`src/rtl/tsm_pkg.sv`:
```
package tsm_pkg;

    // Operation codes
    localparam logic [1:0] OP_EVENT  = 2'd0;
    localparam logic [1:0] OP_STORE  = 2'd1;
    localparam logic [1:0] OP_DELETE = 2'd2;
    localparam logic [1:0] OP_NOP    = 2'd3;

    // Trigger kinds
    localparam logic [1:0] KIND_GESTURE = 2'd0;
    localparam logic [1:0] KIND_COMMAND = 2'd1;

    // Status codes
    localparam logic STATUS_OK     = 1'b0;
    localparam logic STATUS_BAD_ID = 1'b1;

    // Configuration register indexes
    localparam int unsigned CFG_IDX_W = 2;
    localparam logic [CFG_IDX_W-1:0] CFG_DEFAULT_THRESHOLD = 2'd0;
    localparam logic [CFG_IDX_W-1:0] CFG_GATHER_WINDOW     = 2'd1;
    localparam int unsigned CFG_DATA_W = 16;

    // Configuration reset values
    localparam logic [7:0]  DEFAULT_THRESHOLD_RST = 8'd50;
    localparam logic [15:0] GATHER_WINDOW_RST     = 16'd5000;

    // Gestures 1..GESTURES each own one gathered bit
    localparam int unsigned GESTURES = 4;

    typedef struct packed {
        logic [1:0]  operation;
        logic [7:0]  slot_id;
        logic [1:0]  trigger_kind;
        logic [15:0] key_value;
        logic        has_confidence;
        logic [6:0]  confidence_pct;
        logic [31:0] now_ms;
        logic [15:0] min_gap_ms;
        logic [7:0]  slot_threshold_pct;
        logic        has_steps;
    } t_req;

    typedef struct packed {
        logic [7:0] fired_mask;
        logic [7:0] suppressed_mask;
        logic [7:0] empty_match_mask;
        logic       status;
    } t_rsp;

    // Controller to datapath
    typedef struct packed {
        logic capture;  // latch the accepted request
        logic exec;     // run store/delete, clear result masks
        logic scan;     // evaluate the slot at the walk index
        logic push;     // move the finished result into the output register
    } t_dp_cmd;

    // Datapath to controller
    typedef struct packed {
        logic is_event;
    } t_dp_sts;

endpackage

```
`src/rtl/tsm_req_if.sv`:
```
interface tsm_req_if import tsm_pkg::*; ();
    logic valid;
    logic ready;
    t_req data;

    modport source (output valid, output data, input ready);
    modport sink   (input valid, input data, output ready);
endinterface

```
`src/rtl/tsm_rsp_if.sv`:
```
interface tsm_rsp_if import tsm_pkg::*; ();
    logic valid;
    logic ready;
    t_rsp data;

    modport source (output valid, output data, input ready);
    modport sink   (input valid, input data, output ready);
endinterface

```
`src/rtl/tsm_cfg_if.sv`:
```
interface tsm_cfg_if import tsm_pkg::*; ();
    logic                  valid;
    logic                  ready;
    logic [CFG_IDX_W-1:0]  index;
    logic [CFG_DATA_W-1:0] wdata;

    modport source (output valid, output index, output wdata, input ready);
    modport sink   (input valid, input index, input wdata, output ready);
endinterface

```
`src/rtl/trigger_slot_matcher_core.sv`:
```
// Trigger slot matcher. Keeps SLOTS trigger slots and answers every request
// with exactly one result. Store (operation 1) and delete (operation 2) write
// or clear slot slot_id (1..SLOTS, anything else returns status 1); an event
// (operation 0) is checked against every valid slot of its kind and reports
// fired, suppressed (within cooldown) and empty-match (no steps) masks, with
// bit i for slot i+1, so slots above 8 take part but never show up in the
// masks. Operation 3 returns an all-zero result. Timing: a request is taken
// only while the block is idle; for an event the controller runs a setup
// step, walks the slot table one entry per cycle through a single
// evaluation unit and then loads the output register; store, delete and
// no-op requests skip the walk. The load waits while an earlier result in
// the output register has not been taken. The block is idle again once
// the result is loaded, so the next request is taken while that result
// waits in the output register. Configuration writes are always accepted
// and should be issued only while the block is idle.
module trigger_slot_matcher_core import tsm_pkg::*; #(
    parameter int SLOTS = 8
) (
    input  logic   i_clk,
    input  logic   i_rst_n,
    tsm_req_if.sink   i_req,
    tsm_rsp_if.source o_rsp,
    tsm_cfg_if.sink   i_cfg
);

    // Walk index width; one bit minimum for a single-slot table
    localparam int IW = (SLOTS > 1) ? $clog2(SLOTS) : 1;

    t_dp_cmd       cmd;
    t_dp_sts       sts;
    logic [IW-1:0] idx;

    // Configuration registers take a write on every cycle
    assign i_cfg.ready = 1'b1;

    // Controller: sequences capture, store/delete, slot walk and result push
    tsm_ctrl #(
        .SLOTS (SLOTS),
        .IW    (IW)
    ) u_ctrl (
        .i_clk       (i_clk),
        .i_rst_n     (i_rst_n),
        .i_req_valid (i_req.valid),
        .o_req_ready (i_req.ready),
        .o_rsp_valid (o_rsp.valid),
        .i_rsp_ready (o_rsp.ready),
        .i_sts       (sts),
        .o_cmd       (cmd),
        .o_idx       (idx)
    );

    // Datapath: slot table, match evaluation, result masks
    tsm_dp #(
        .SLOTS (SLOTS),
        .IW    (IW)
    ) u_dp (
        .i_clk       (i_clk),
        .i_rst_n     (i_rst_n),
        .i_cmd       (cmd),
        .i_idx       (idx),
        .i_req_data  (i_req.data),
        .i_cfg_valid (i_cfg.valid),
        .i_cfg_index (i_cfg.index),
        .i_cfg_wdata (i_cfg.wdata),
        .o_sts       (sts),
        .o_rsp_data  (o_rsp.data)
    );

    // A request is latched only on an accepted handshake
    a_capture_on_accept: assert property (@(posedge i_clk) disable iff (!i_rst_n)
        cmd.capture |-> (i_req.valid && i_req.ready))
        else $error("request latched without handshake");

    // Never overwrite a result that is still waiting to be taken
    a_push_free_slot: assert property (@(posedge i_clk) disable iff (!i_rst_n)
        cmd.push |-> (!o_rsp.valid || o_rsp.ready))
        else $error("result pushed over a pending result");

    // No new request while the slot walk is running
    a_busy_during_scan: assert property (@(posedge i_clk) disable iff (!i_rst_n)
        cmd.scan |-> !i_req.ready)
        else $error("request taken during slot walk");

    // A pushed result shows up on the output next cycle
    a_push_shows: assert property (@(posedge i_clk) disable iff (!i_rst_n)
        cmd.push |=> o_rsp.valid)
        else $error("pushed result not presented");

endmodule

```
`src/rtl/tsm_ctrl.sv`:
```
module tsm_ctrl import tsm_pkg::*; #(
    parameter int SLOTS = 8,
    parameter int IW    = 3
) (
    input  logic          i_clk,
    input  logic          i_rst_n,
    input  logic          i_req_valid,
    output logic          o_req_ready,
    output logic          o_rsp_valid,
    input  logic          i_rsp_ready,
    input  t_dp_sts       i_sts,
    output t_dp_cmd       o_cmd,
    output logic [IW-1:0] o_idx
);

    typedef enum logic [1:0] {
        S_IDLE,
        S_EXEC,
        S_SCAN,
        S_DONE
    } t_state;

    t_state        r_state;
    logic [IW-1:0] r_idx;
    logic          r_out_valid;
    logic          accept;
    logic          last_slot;

    assign o_req_ready = (r_state == S_IDLE);
    assign accept      = i_req_valid && o_req_ready;
    assign last_slot   = (r_idx == IW'(SLOTS - 1));

    always_comb begin
        o_cmd         = '0;
        o_cmd.capture = accept;
        o_cmd.exec    = (r_state == S_EXEC);
        o_cmd.scan    = (r_state == S_SCAN);
        o_cmd.push    = (r_state == S_DONE) && (!r_out_valid || i_rsp_ready);
    end

    assign o_idx       = r_idx;
    assign o_rsp_valid = r_out_valid;

    always_ff @(posedge i_clk) begin
        if (!i_rst_n) begin
            r_state     <= S_IDLE;
            r_idx       <= '0;
            r_out_valid <= 1'b0;
        end else begin
            if (o_cmd.push) begin
                r_out_valid <= 1'b1;
            end else if (i_rsp_ready) begin
                r_out_valid <= 1'b0;
            end

            unique case (r_state)
                S_IDLE: begin
                    if (accept) begin
                        r_state <= S_EXEC;
                    end
                end
                S_EXEC: begin
                    r_idx <= '0;
                    r_state <= i_sts.is_event ? S_SCAN : S_DONE;
                end
                S_SCAN: begin
                    if (last_slot) begin
                        r_state <= S_DONE;
                    end else begin
                        r_idx <= r_idx + IW'(1);
                    end
                end
                S_DONE: begin
                    if (o_cmd.push) begin
                        r_state <= S_IDLE;
                    end
                end
                default: begin
                    r_state <= S_IDLE;
                end
            endcase
        end
    end

endmodule

```
`src/rtl/tsm_dp.sv`:
```
module tsm_dp import tsm_pkg::*; #(
    parameter int SLOTS = 8,
    parameter int IW    = 3
) (
    input  logic                  i_clk,
    input  logic                  i_rst_n,
    input  t_dp_cmd               i_cmd,
    input  logic [IW-1:0]         i_idx,
    input  t_req                  i_req_data,
    input  logic                  i_cfg_valid,
    input  logic [CFG_IDX_W-1:0]  i_cfg_index,
    input  logic [CFG_DATA_W-1:0] i_cfg_wdata,
    output t_dp_sts               o_sts,
    output t_rsp                  o_rsp_data
);

    // Slot table
    logic        r_valid   [SLOTS];
    logic [1:0]  r_kind    [SLOTS];
    logic [15:0] r_value   [SLOTS];
    logic [15:0] r_cd      [SLOTS];
    logic [7:0]  r_thr     [SLOTS];
    logic        r_steps   [SLOTS];
    logic [31:0] r_lft     [SLOTS];
    logic [GESTURES-1:0] r_gbits [SLOTS];
    logic [31:0] r_gtime   [SLOTS];

    logic [7:0]  r_def_thr;
    logic [15:0] r_window;

    t_req        r_req;
    logic [7:0]  r_fired;
    logic [7:0]  r_supp;
    logic [7:0]  r_empty;
    logic        r_status;
    t_rsp        r_rsp;

    logic          id_ok;
    logic [IW-1:0] s_slot;
    logic          do_store;
    logic          do_delete;

    logic                kind_hit;
    logic                gmode;
    logic [GESTURES-1:0] gbit;
    logic [7:0]          thr;
    logic                gest_ok;
    logic [31:0]         age_g;
    logic                expired;
    logic [GESTURES-1:0] newbits;
    logic                full;
    logic                match;
    logic [31:0]         age_f;
    logic                in_cd;
    logic [7:0]          sbit;

    assign id_ok     = (r_req.slot_id != 8'd0) && ({1'b0, r_req.slot_id} <= 9'(SLOTS));
    assign s_slot    = IW'(r_req.slot_id - 8'd1);
    assign do_store  = i_cmd.exec && id_ok && (r_req.operation == OP_STORE);
    assign do_delete = i_cmd.exec && id_ok && (r_req.operation == OP_DELETE);

    assign o_sts.is_event = (r_req.operation == OP_EVENT);
    assign o_rsp_data     = r_rsp;

    // Evaluate one slot per scan step
    always_comb begin
        kind_hit = r_valid[i_idx] && (r_kind[i_idx] == r_req.trigger_kind);
        gmode    = (r_req.trigger_kind == KIND_GESTURE) && r_req.has_confidence;
        for (int g = 0; g < GESTURES; g++) begin
            gbit[g] = (r_req.key_value == 16'(g + 1));
        end
        thr     = (r_thr[i_idx] != 8'd0) ? r_thr[i_idx] : r_def_thr;
        gest_ok = (|(gbit & r_value[i_idx][GESTURES:1]))
                  && ({1'b0, r_req.confidence_pct} >= thr);
        age_g   = r_req.now_ms - r_gtime[i_idx];
        expired = (r_gtime[i_idx] != 32'd0) && (age_g > {16'd0, r_window});
        newbits = (expired ? '0 : r_gbits[i_idx]) | gbit;
        // Bits outside gestures 1..4 can never be gathered
        full    = (r_value[i_idx][0] == 1'b0)
                  && (r_value[i_idx][15:GESTURES+1] == '0)
                  && ((r_value[i_idx][GESTURES:1] & ~newbits) == '0);
        match   = gmode ? (gest_ok && full) : (r_value[i_idx] == r_req.key_value);
        age_f   = r_req.now_ms - r_lft[i_idx];
        in_cd   = (r_cd[i_idx] != 16'd0) && (age_f < {16'd0, r_cd[i_idx]});
        sbit    = 8'd1 << i_idx;
    end

    // Control-relevant slot state and configuration
    always_ff @(posedge i_clk) begin
        if (!i_rst_n) begin
            for (int i = 0; i < SLOTS; i++) begin
                r_valid[i] <= 1'b0;
                r_lft[i]   <= '0;
                r_gbits[i] <= '0;
                r_gtime[i] <= '0;
            end
            r_def_thr <= DEFAULT_THRESHOLD_RST;
            r_window  <= GATHER_WINDOW_RST;
        end else begin
            if (i_cfg_valid) begin
                unique case (i_cfg_index)
                    CFG_DEFAULT_THRESHOLD: r_def_thr <= i_cfg_wdata[7:0];
                    CFG_GATHER_WINDOW:     r_window  <= i_cfg_wdata;
                    default: ;
                endcase
            end
            if (do_store) begin
                r_valid[s_slot] <= 1'b1;
            end
            if (do_delete) begin
                r_valid[s_slot] <= 1'b0;
                r_lft[s_slot]   <= '0;
            end
            if (i_cmd.scan && kind_hit) begin
                if (gmode && gest_ok) begin
                    r_gbits[i_idx] <= full ? '0 : newbits;
                    r_gtime[i_idx] <= r_req.now_ms;
                end
                if (match && !in_cd && r_steps[i_idx]) begin
                    r_lft[i_idx] <= r_req.now_ms;
                end
            end
        end
    end

    // Slot payload, request latch and result registers
    always_ff @(posedge i_clk) begin
        if (i_cmd.capture) begin
            r_req <= i_req_data;
        end
        if (do_store) begin
            r_kind[s_slot]  <= r_req.trigger_kind;
            r_value[s_slot] <= r_req.key_value;
            r_cd[s_slot]    <= r_req.min_gap_ms;
            r_thr[s_slot]   <= r_req.slot_threshold_pct;
            r_steps[s_slot] <= r_req.has_steps;
        end
        if (i_cmd.exec) begin
            r_fired  <= '0;
            r_supp   <= '0;
            r_empty  <= '0;
            r_status <= ((r_req.operation == OP_STORE) || (r_req.operation == OP_DELETE))
                        && !id_ok ? STATUS_BAD_ID : STATUS_OK;
        end
        if (i_cmd.scan && kind_hit && match) begin
            if (in_cd) begin
                r_supp <= r_supp | sbit;
            end else if (r_steps[i_idx]) begin
                r_fired <= r_fired | sbit;
            end else begin
                r_empty <= r_empty | sbit;
            end
        end
        if (i_cmd.push) begin
            r_rsp.fired_mask       <= r_fired;
            r_rsp.suppressed_mask  <= r_supp;
            r_rsp.empty_match_mask <= r_empty;
            r_rsp.status           <= r_status;
        end
    end

endmodule

```
`src/flat_wrapper.sv`:
```
// flat-port wrapper written by rule: the top's interface ports become plain ports
module trigger_slot_matcher_core_flat import tsm_pkg::*;
#(
    parameter int SLOTS = 8
)
  (i_clk, i_rst_n, i_req_valid, i_req_data, i_req_ready, o_rsp_valid, o_rsp_data, o_rsp_ready, i_cfg_valid, i_cfg_index, i_cfg_wdata, i_cfg_ready);
  tsm_req_if i_req_i ();
  tsm_rsp_if o_rsp_i ();
  tsm_cfg_if i_cfg_i ();
  input  logic i_clk;
  input  logic i_rst_n;
  input wire logic [$bits(i_req_i.valid)-1:0] i_req_valid;
  input wire logic [$bits(i_req_i.data)-1:0] i_req_data;
  output wire logic [$bits(i_req_i.ready)-1:0] i_req_ready;
  output wire logic [$bits(o_rsp_i.valid)-1:0] o_rsp_valid;
  output wire logic [$bits(o_rsp_i.data)-1:0] o_rsp_data;
  input wire logic [$bits(o_rsp_i.ready)-1:0] o_rsp_ready;
  input wire logic [$bits(i_cfg_i.valid)-1:0] i_cfg_valid;
  input wire logic [$bits(i_cfg_i.index)-1:0] i_cfg_index;
  input wire logic [$bits(i_cfg_i.wdata)-1:0] i_cfg_wdata;
  output wire logic [$bits(i_cfg_i.ready)-1:0] i_cfg_ready;
  assign i_req_i.valid = i_req_valid;
  assign i_req_i.data = i_req_data;
  assign i_req_ready = i_req_i.ready;
  assign o_rsp_valid = o_rsp_i.valid;
  assign o_rsp_data = o_rsp_i.data;
  assign o_rsp_i.ready = o_rsp_ready;
  assign i_cfg_i.valid = i_cfg_valid;
  assign i_cfg_i.index = i_cfg_index;
  assign i_cfg_i.wdata = i_cfg_wdata;
  assign i_cfg_ready = i_cfg_i.ready;
  trigger_slot_matcher_core #(.SLOTS(SLOTS)) u_core (.i_clk(i_clk), .i_rst_n(i_rst_n), .i_req(i_req_i), .o_rsp(o_rsp_i), .i_cfg(i_cfg_i));
endmodule
```
`config.mk`:
```
export PLATFORM = sky130hd
export DESIGN_NAME = trigger_slot_matcher_core_flat
export DESIGN_NICKNAME = d
export VERILOG_FILES = /design/src/rtl/tsm_pkg.sv /design/src/rtl/tsm_req_if.sv /design/src/rtl/tsm_rsp_if.sv /design/src/rtl/tsm_cfg_if.sv /design/src/rtl/trigger_slot_matcher_core.sv /design/src/rtl/tsm_ctrl.sv /design/src/rtl/tsm_dp.sv /design/src/flat_wrapper.sv
export SDC_FILE = /design/constraint.sdc
export NUM_CORES = 1
export LEC_CHECK = 0
export BUFFER_PORTS_ARGS = -buffer_cell sky130_fd_sc_hd__buf_2
export CAP_MARGIN = 5
export CORE_MARGIN = 3
export CORE_UTILIZATION = 63
export DETAILED_ROUTE_END_ITERATION = 7
export PLACE_DENSITY_LB_ADDON = 0.1
export SLEW_MARGIN = 20
export SYNTH_ARGS = -nofsm -noshare
export SYNTH_HDL_FRONTEND = slang
export SYNTH_SLANG_ARGS = --single-unit
```
`constraint.sdc`:
```
create_clock -name i_clk -period 9.7 [get_ports i_clk]
set_clock_uncertainty 0.2 [all_clocks]
set_input_delay 0 -clock i_clk [delete_from_list [all_inputs] [get_ports i_clk]]
set_output_delay 0 -clock i_clk [all_outputs]
set_load 0.01 [all_outputs]
```
; After elaboration in Yosys (flattened, before gate mapping)
; Memories as Yosys holds them, arrays and structs flattened. A register that Yosys moved wholly into a read port is not among the register bits.
; Index checks and enable logic that the tools add are counted.
; W data, S select, Z words.
[op_classes]
addsub = 4
n_lt_le_gt_ge = 4
n_eq_ne = 17
n_shift = 1
mux = 75
n_bitwise = 9
n_reduce_logical = 47
[ops]
columns = cell, count
row1 = $mux W32, 3
row2 = $mux W8, 12
row3 = $reduce_or A32 Y1, 3
row4 = $mux W3, 24
row5 = $sub A32 B32 Y32, 2
row6 = $eq A16 B2 Y1 const B, 2
row7 = $gt A32 B16 Y1, 1
row8 = $lt A32 B16 Y1, 1
row9 = $reduce_bool A32 Y1, 1
row10 = $mux W1, 28
row11 = $or A8 B8 Y8, 3
row12 = $logic_and A1 B1 Y1, 20
row13 = $eq A16 B1 Y1 const B, 1
row14 = $eq A16 B16 Y1, 1
row15 = $eq A16 B3 Y1 const B, 1
row16 = $reduce_bool A16 Y1, 1
row17 = $reduce_bool A8 Y1, 2
row18 = $mux W4, 3
row19 = $logic_not A11 Y1, 1
row20 = $and A4 B4 Y4, 2
row21 = $ge A7 B8 Y1, 1
row22 = $le A8 B4 Y1 const B, 1
row23 = $logic_not A2 Y1, 4
row24 = $pmux W2 S4, 1
row25 = 23 further kinds, 38
[totals]
reg_bits = 173
ram_bits = 896
input_bits = 116
word_cells = 189
memories = 9
[memory_table]
columns = memory, depth, width, read_ports, rd_ports_with_merged_regs, write_ports, line
row1 = u_core.u_dp.r_gtime, 8, 32, 1, 1, 8, tsm_dp.sv:26  ; logic [31:0] r_gtime [SLOTS];
row2 = u_core.u_dp.r_lft, 8, 32, 1, 1, 8, tsm_dp.sv:24  ; logic [31:0] r_lft [SLOTS];
row3 = u_core.u_dp.r_cd, 8, 16, 1, 1, 1, tsm_dp.sv:21  ; logic [15:0] r_cd [SLOTS];
row4 = u_core.u_dp.r_value, 8, 16, 1, 1, 1, tsm_dp.sv:20  ; logic [15:0] r_value [SLOTS];
row5 = u_core.u_dp.r_thr, 8, 8, 1, 1, 1, tsm_dp.sv:22  ; logic [7:0] r_thr [SLOTS];
row6 = u_core.u_dp.r_gbits, 8, 4, 1, 1, 8, tsm_dp.sv:25  ; logic [GESTURES-1:0] r_gbits [SLOTS];
row7 = +3 memories, -, -, -, -, -, -

; Logic depth before layout (Yosys ltp)
[logic_depth]
depth_word = 19
mapped_depth = 32
mapped_depth_nobuf = 23

; Modules after synthesis
; A second synthesis with hierarchy kept.
[hier_totals]
hier_cells = 3307
area_unflattened_um2 = 49120.9
[by_module_without_submodules]
columns = mod, instances, cells_each, area_each_um2
row1 = tsm_dp, 1, 3262, 48698.0
row2 = tsm_ctrl, 1, 43, 411.6
row3 = trigger_slot_matcher_core, 1, 2, 11.3

; Worst setup path after synthesis
; Ideal clock, no wire load.
[synth_path]
path_type = register -> register
start = reg with a tool-made name
end = mem u_core.u_dp.r_lft[4][0] (enable)
t_arrival_ps = 7472
t_required_ps = 8939
path_slack_ps = 1467
stages_incl_launch_ff = 30
period_less_slack_ps = 8233
cell_sequence = dfxtp_1 > buf_2 > buf_1 > buf_1 > clkbuf_1 > clkbuf_1 > buf_1 > mux2i_1 > ha_1 > and3_1 > a211oi_2 > a21o_1 > nand2_1 > a21o_1 > a21oi_1 > xnor2_1 > ha_1 > a21oi_1 > o21ai_0 > a221o_1 > o31a_1 > a2111oi_0 > and4_1 > nand4_1 > o41ai_4 > o311ai_1 > buf_2 > buf_6 > nand4_1 > nand3_1
[synth_lines]
columns = element, line
row1 = to (decl), tsm_dp.sv:24

==> key figures <==
Status
  – Run status: finished, final reports clean

Worst setup path
  – CP startpoint kind: flop
  – Critical path type: flop to flop
  – Crit end category: flop
  – Crit path DAT: 8.70 ns
  – CP Max Fanout: 116
  – CP most frequent cell: buf_12
  – Max stage delay on crit path: 1.07 ns
  – Worst path cell trace: buf_12 > mux4_2 > mux2i_1 > ha_1 > a21oi_1 > o221ai_1 > o21bai_1 > xor2_1 > ha_1 > a21oi_1 > o21ai_0 > a221o_1 > o31a_1 > a2111oi_0 > and4_1 > nand4_1 > o41ai_4 > o311ai_4 > buf_12 > buf_12 > nor3_1
  – Slowest cell on crit path: dfxtp_4
  – Crit path required time: 9.96 ns

Place
  – Placer Congestion: 0.921
  – DP Area: 51400 sq um
  – Dpl cells: 4338
  – DP HPWL: 79.2 mm
  – Port Buffers: 142

STA
  – Final Max Tran Viols: 0
  – Shortest period the worst path allows: 8.44 ns
  – FMAX: 0.118 GHz
  – Final hold vios: 0
  – RSZ-0062 raised after global routing: no
  – Setup TNS Final: 0 ns
  – Worst-margin pin slew: 1.13 ns
  – Final setup viols: 0
  – Rel. slew slack: 24.5%
  – Final Cycle Share: 87.1%

Clock network
  – Maximum buffer depth of the clock tree: 3
  – Clk root buf: clkbuf_16
  – Clock sink count: 1072
  – Number of CTS-inserted buffers: 106
  – Clock Pin Slew Worst Setup and Hold Paths: 0.06 ns
  – H-tree levels: 3
  – Clock latency on the worst-skew pair: 0.70 ns
  – TritonCTS clock tree: done
  – Post-CTS Setup Bufs: 0

Power
  – Pint: 8.77 mW
  – Clock share of power: 31.3%
  – Sw Share: 30.4%
  – PwrDens: 220 nW/um^2
  – Comb power frac: 23.5%
  – Peak VDD IR: 0.174 mV
  – Final Power: 12.6 mW
  – Net switching power: 3.83 mW
  – Leak: 19.1 nW
  – Share of power burned in registers: 45.3%

Logic synthesis
  – Syn Std Cell Area: 49400 sq um
  – Synth area leader: edfxtp_1
  – Register area share after synthesis: 63.8%
  – Seq cells post-synth: 1072
  – Synth unique cells: 80
  – FFs w/ async S/R, synth: 0%
  – Post-synth top area share: 61.2%
  – Ys Warns: 0
  – Synth Flop Type: edfxtp_1
  – Mapped Avg Cell Area: 15.0 sq um
  – Syn_nets: 3524
  – Post-Syn Instances: 3290
  – EDFF count, synth: 1007
  – Synth top area cells: edfxtp_1 61%, mux4_2 10%, and2_1 3.1%

Route
  – Routed wire length: 131 mm
  – Routed Antenna Nets: 0
  – Via/cell ratio: 6.56
  – Number of remaining DRC errors: 0
  – First-iteration detailed-routing DRC count: 3237
  – Routed WL per cell: 27.4 um
  – DRT Pass-1 Iters: 7
  – Vias: 31400

Floorplan
  – Initial Util: 63.7%
  – Height of the chip: 286 um
  – Core area: 77600 sq um
  – Die width: 286 um
  – Die area: 81900 sq um
  – I/O pins: 144
  – Floorplan row count: 102

Global route
  – Global-route wire length before repair: 199 mm
  – Largest net degree at the start of global routing: 117
  – Antenna violations before repair: 4
  – Vias in the first global route: 32500
  – Grt total ovfl: 0
  – Total track usage: 32.5%

Job
  – Max_cap viols: 0

Hold path
  – Hold/Removal Path Class: input port to flop

Finish
  – Register area: 31600 sq um
  – Fillers: 4760
  – Fin area: 57300 sq um
  – Syn-to-layout area delta: 15.9%
  – Multi-input gate area: 17000 sq um
  – Final #Nets: 3897
  – Layout cell share with drive strength beyond 1: 18.9%
  – Final Non-Filler Cells: 4791
## worst max-delay path: cells and delay by family (launching register included)
family                   cells  cell delay, ns
AO/OA/AOI/OAI               10            3.26
AND/OR/NAND/NOR              3            0.85
adder cells (fa/ha/maj)      2            0.70
buffers and inverters        3            0.95
flip-flops                   1            1.07
multiplexers                 2            0.81
XOR/XNOR                     1            0.19
## Yosys cell counts (9+ instances only)
cell type     n
a21boi_0     17
a31oi_1      11
clkbuf_1    125
mux2_2       10
nand3_1      36
nand4_1      41
a211oi_1      9
o21ai_0      65
or4_1        10
nand2b_1     35
and2_1      248
ha_1        116
a21oi_1      95
xor2_1       23
a21o_1       33
o21bai_1     12
inv_1        51
nor3_1      228
buf_2        35
o22ai_1      10
mux2i_1     110
mux4_2      224
nor3_2       69
nor2_1      113
xnor2_1      38
edfxtp_1   1007
o22a_1        9
o21a_1       19
dfxtp_1      65
nand2_1     158
nor4_1       43
nor2b_1      41
buf_1        24
o211ai_1     19
## routing by layer
| layer | track usage [%] | share of wire [%] | vias to the layer above |
|---|---|---|---|
| met5 | 0 | 0 | - |
| met3 | 5.63 | 9.0 | 266 |
| li1 | - | - | 13600 |
| met2 | 54.1 | 50 | 1669 |
| met4 | 10.7 | 3.1 | 0 |
| met1 | 44.1 | 38 | 15900 |
## metrics by stage
stage / util, % / setup slack, ns / hold WS (ns)
3_5_place_dp: 66.2 / 1.44 / -0.0219
5_1_grt: 73.9 / 0.888 / 0.0668
2_1_floorplan: - / 1.47 / -0.101
3_3_place_gp: 66.2 / 1.63 / -0.0239
4_1_cts: 73.9 / 1.40 / 0.0554
6_report: 73.9 / 1.26 / 0.0601
## cells by family after synthesis
kind of cell | after synthesis | share of synthesized area [%]
flops | 1072 | 63.8
simple gates | 1066 | 12.1
compound gates | 374 | 5.09
mux | 344 | 12.7
buf+inv | 254 | 2.20
fa+ha+maj | 118 | 3.02
xor+xnor | 61 | 1.08
other cells | 1 | 0.00758
## state kept, by name, summed over array words and instances, names as in the netlist, 25 cells and up, named ones only
name                    cells
u_core.u_dp.r_lft         256
u_core.u_dp.r_thr          64
u_core.u_dp.r_value       128
u_core.u_dp.o_rsp_data     25
u_core.u_dp.r_gbits        32
u_core.u_dp.r_gtime       256
u_core.u_dp.r_req          93
u_core.u_dp.r_cd          128
## final cells by class
cell class | instances | share of cell area (%)
Sequential cell | 1072 | 55.0
Multi-Input combinational cell | 1964 | 29.7
Timing Repair Buffer | 465 | 6.82
Clock buffer | 140 | 4.94
Tap cell | 1040 | 2.27
Clock inverter | 54 | 0.886
Inverter | 54 | 0.354
Antenna cell | 2 | 0.00873
## worst paths after layout
path / cells after the start / slack (ns) / to / from
worst min register to register: 0 / 0.22 / u_core.u_dp.o_rsp_data[0] / u_core.u_dp.r_status
worst max-delay path: 21 / 1.26 / u_core.u_dp.r_lft[7][13] / flop
worst max register to register: 21 / 1.26 / u_core.u_dp.r_lft[7][13] / flop
worst min-delay path: 4 / 0.06 / u_core.u_ctrl.o_rsp_valid / o_rsp_ready
## placed cells by master (no fill, tap or decap), drive strengths merged, types with 36 or more instances in the layout
cell type,Yosys,routed
nand4,41,41
nand3,36,36
dfxtp,65,65
nor2b,41,41
mux2i,110,110
clkinv,3,45
inv,51,53
edfxtp,1007,1007
nor4,44,44
clkbuf,125,140
ha,116,116
a21oi,95,95
nor3,297,297
o21ai,67,67
buf,75,208
dlygate4sd3,0,257
nor2,113,113
mux4,224,224
xnor2,38,38
nand2,158,158
and2,249,249
## timing repair
item | CTS | global route
hold buffers | 257 | 0
setup endpoints to repair | 0 | 0
endpoints found under the hold margin | 326 | 0
resized for setup | 0 | 0
## power groups by stage
stage               Sequential, mW  Combinational [mW]  Clock, mW
floorplan                     5.61                2.08          0
global placement              5.76                2.79          0
detailed placement            5.79                2.84          0
CTS                           5.69                2.93       3.95
global route                  5.73                3.21       4.17
finish                        5.70                2.95       3.94
No activity file was read; power rests on OpenSTA's default activity.
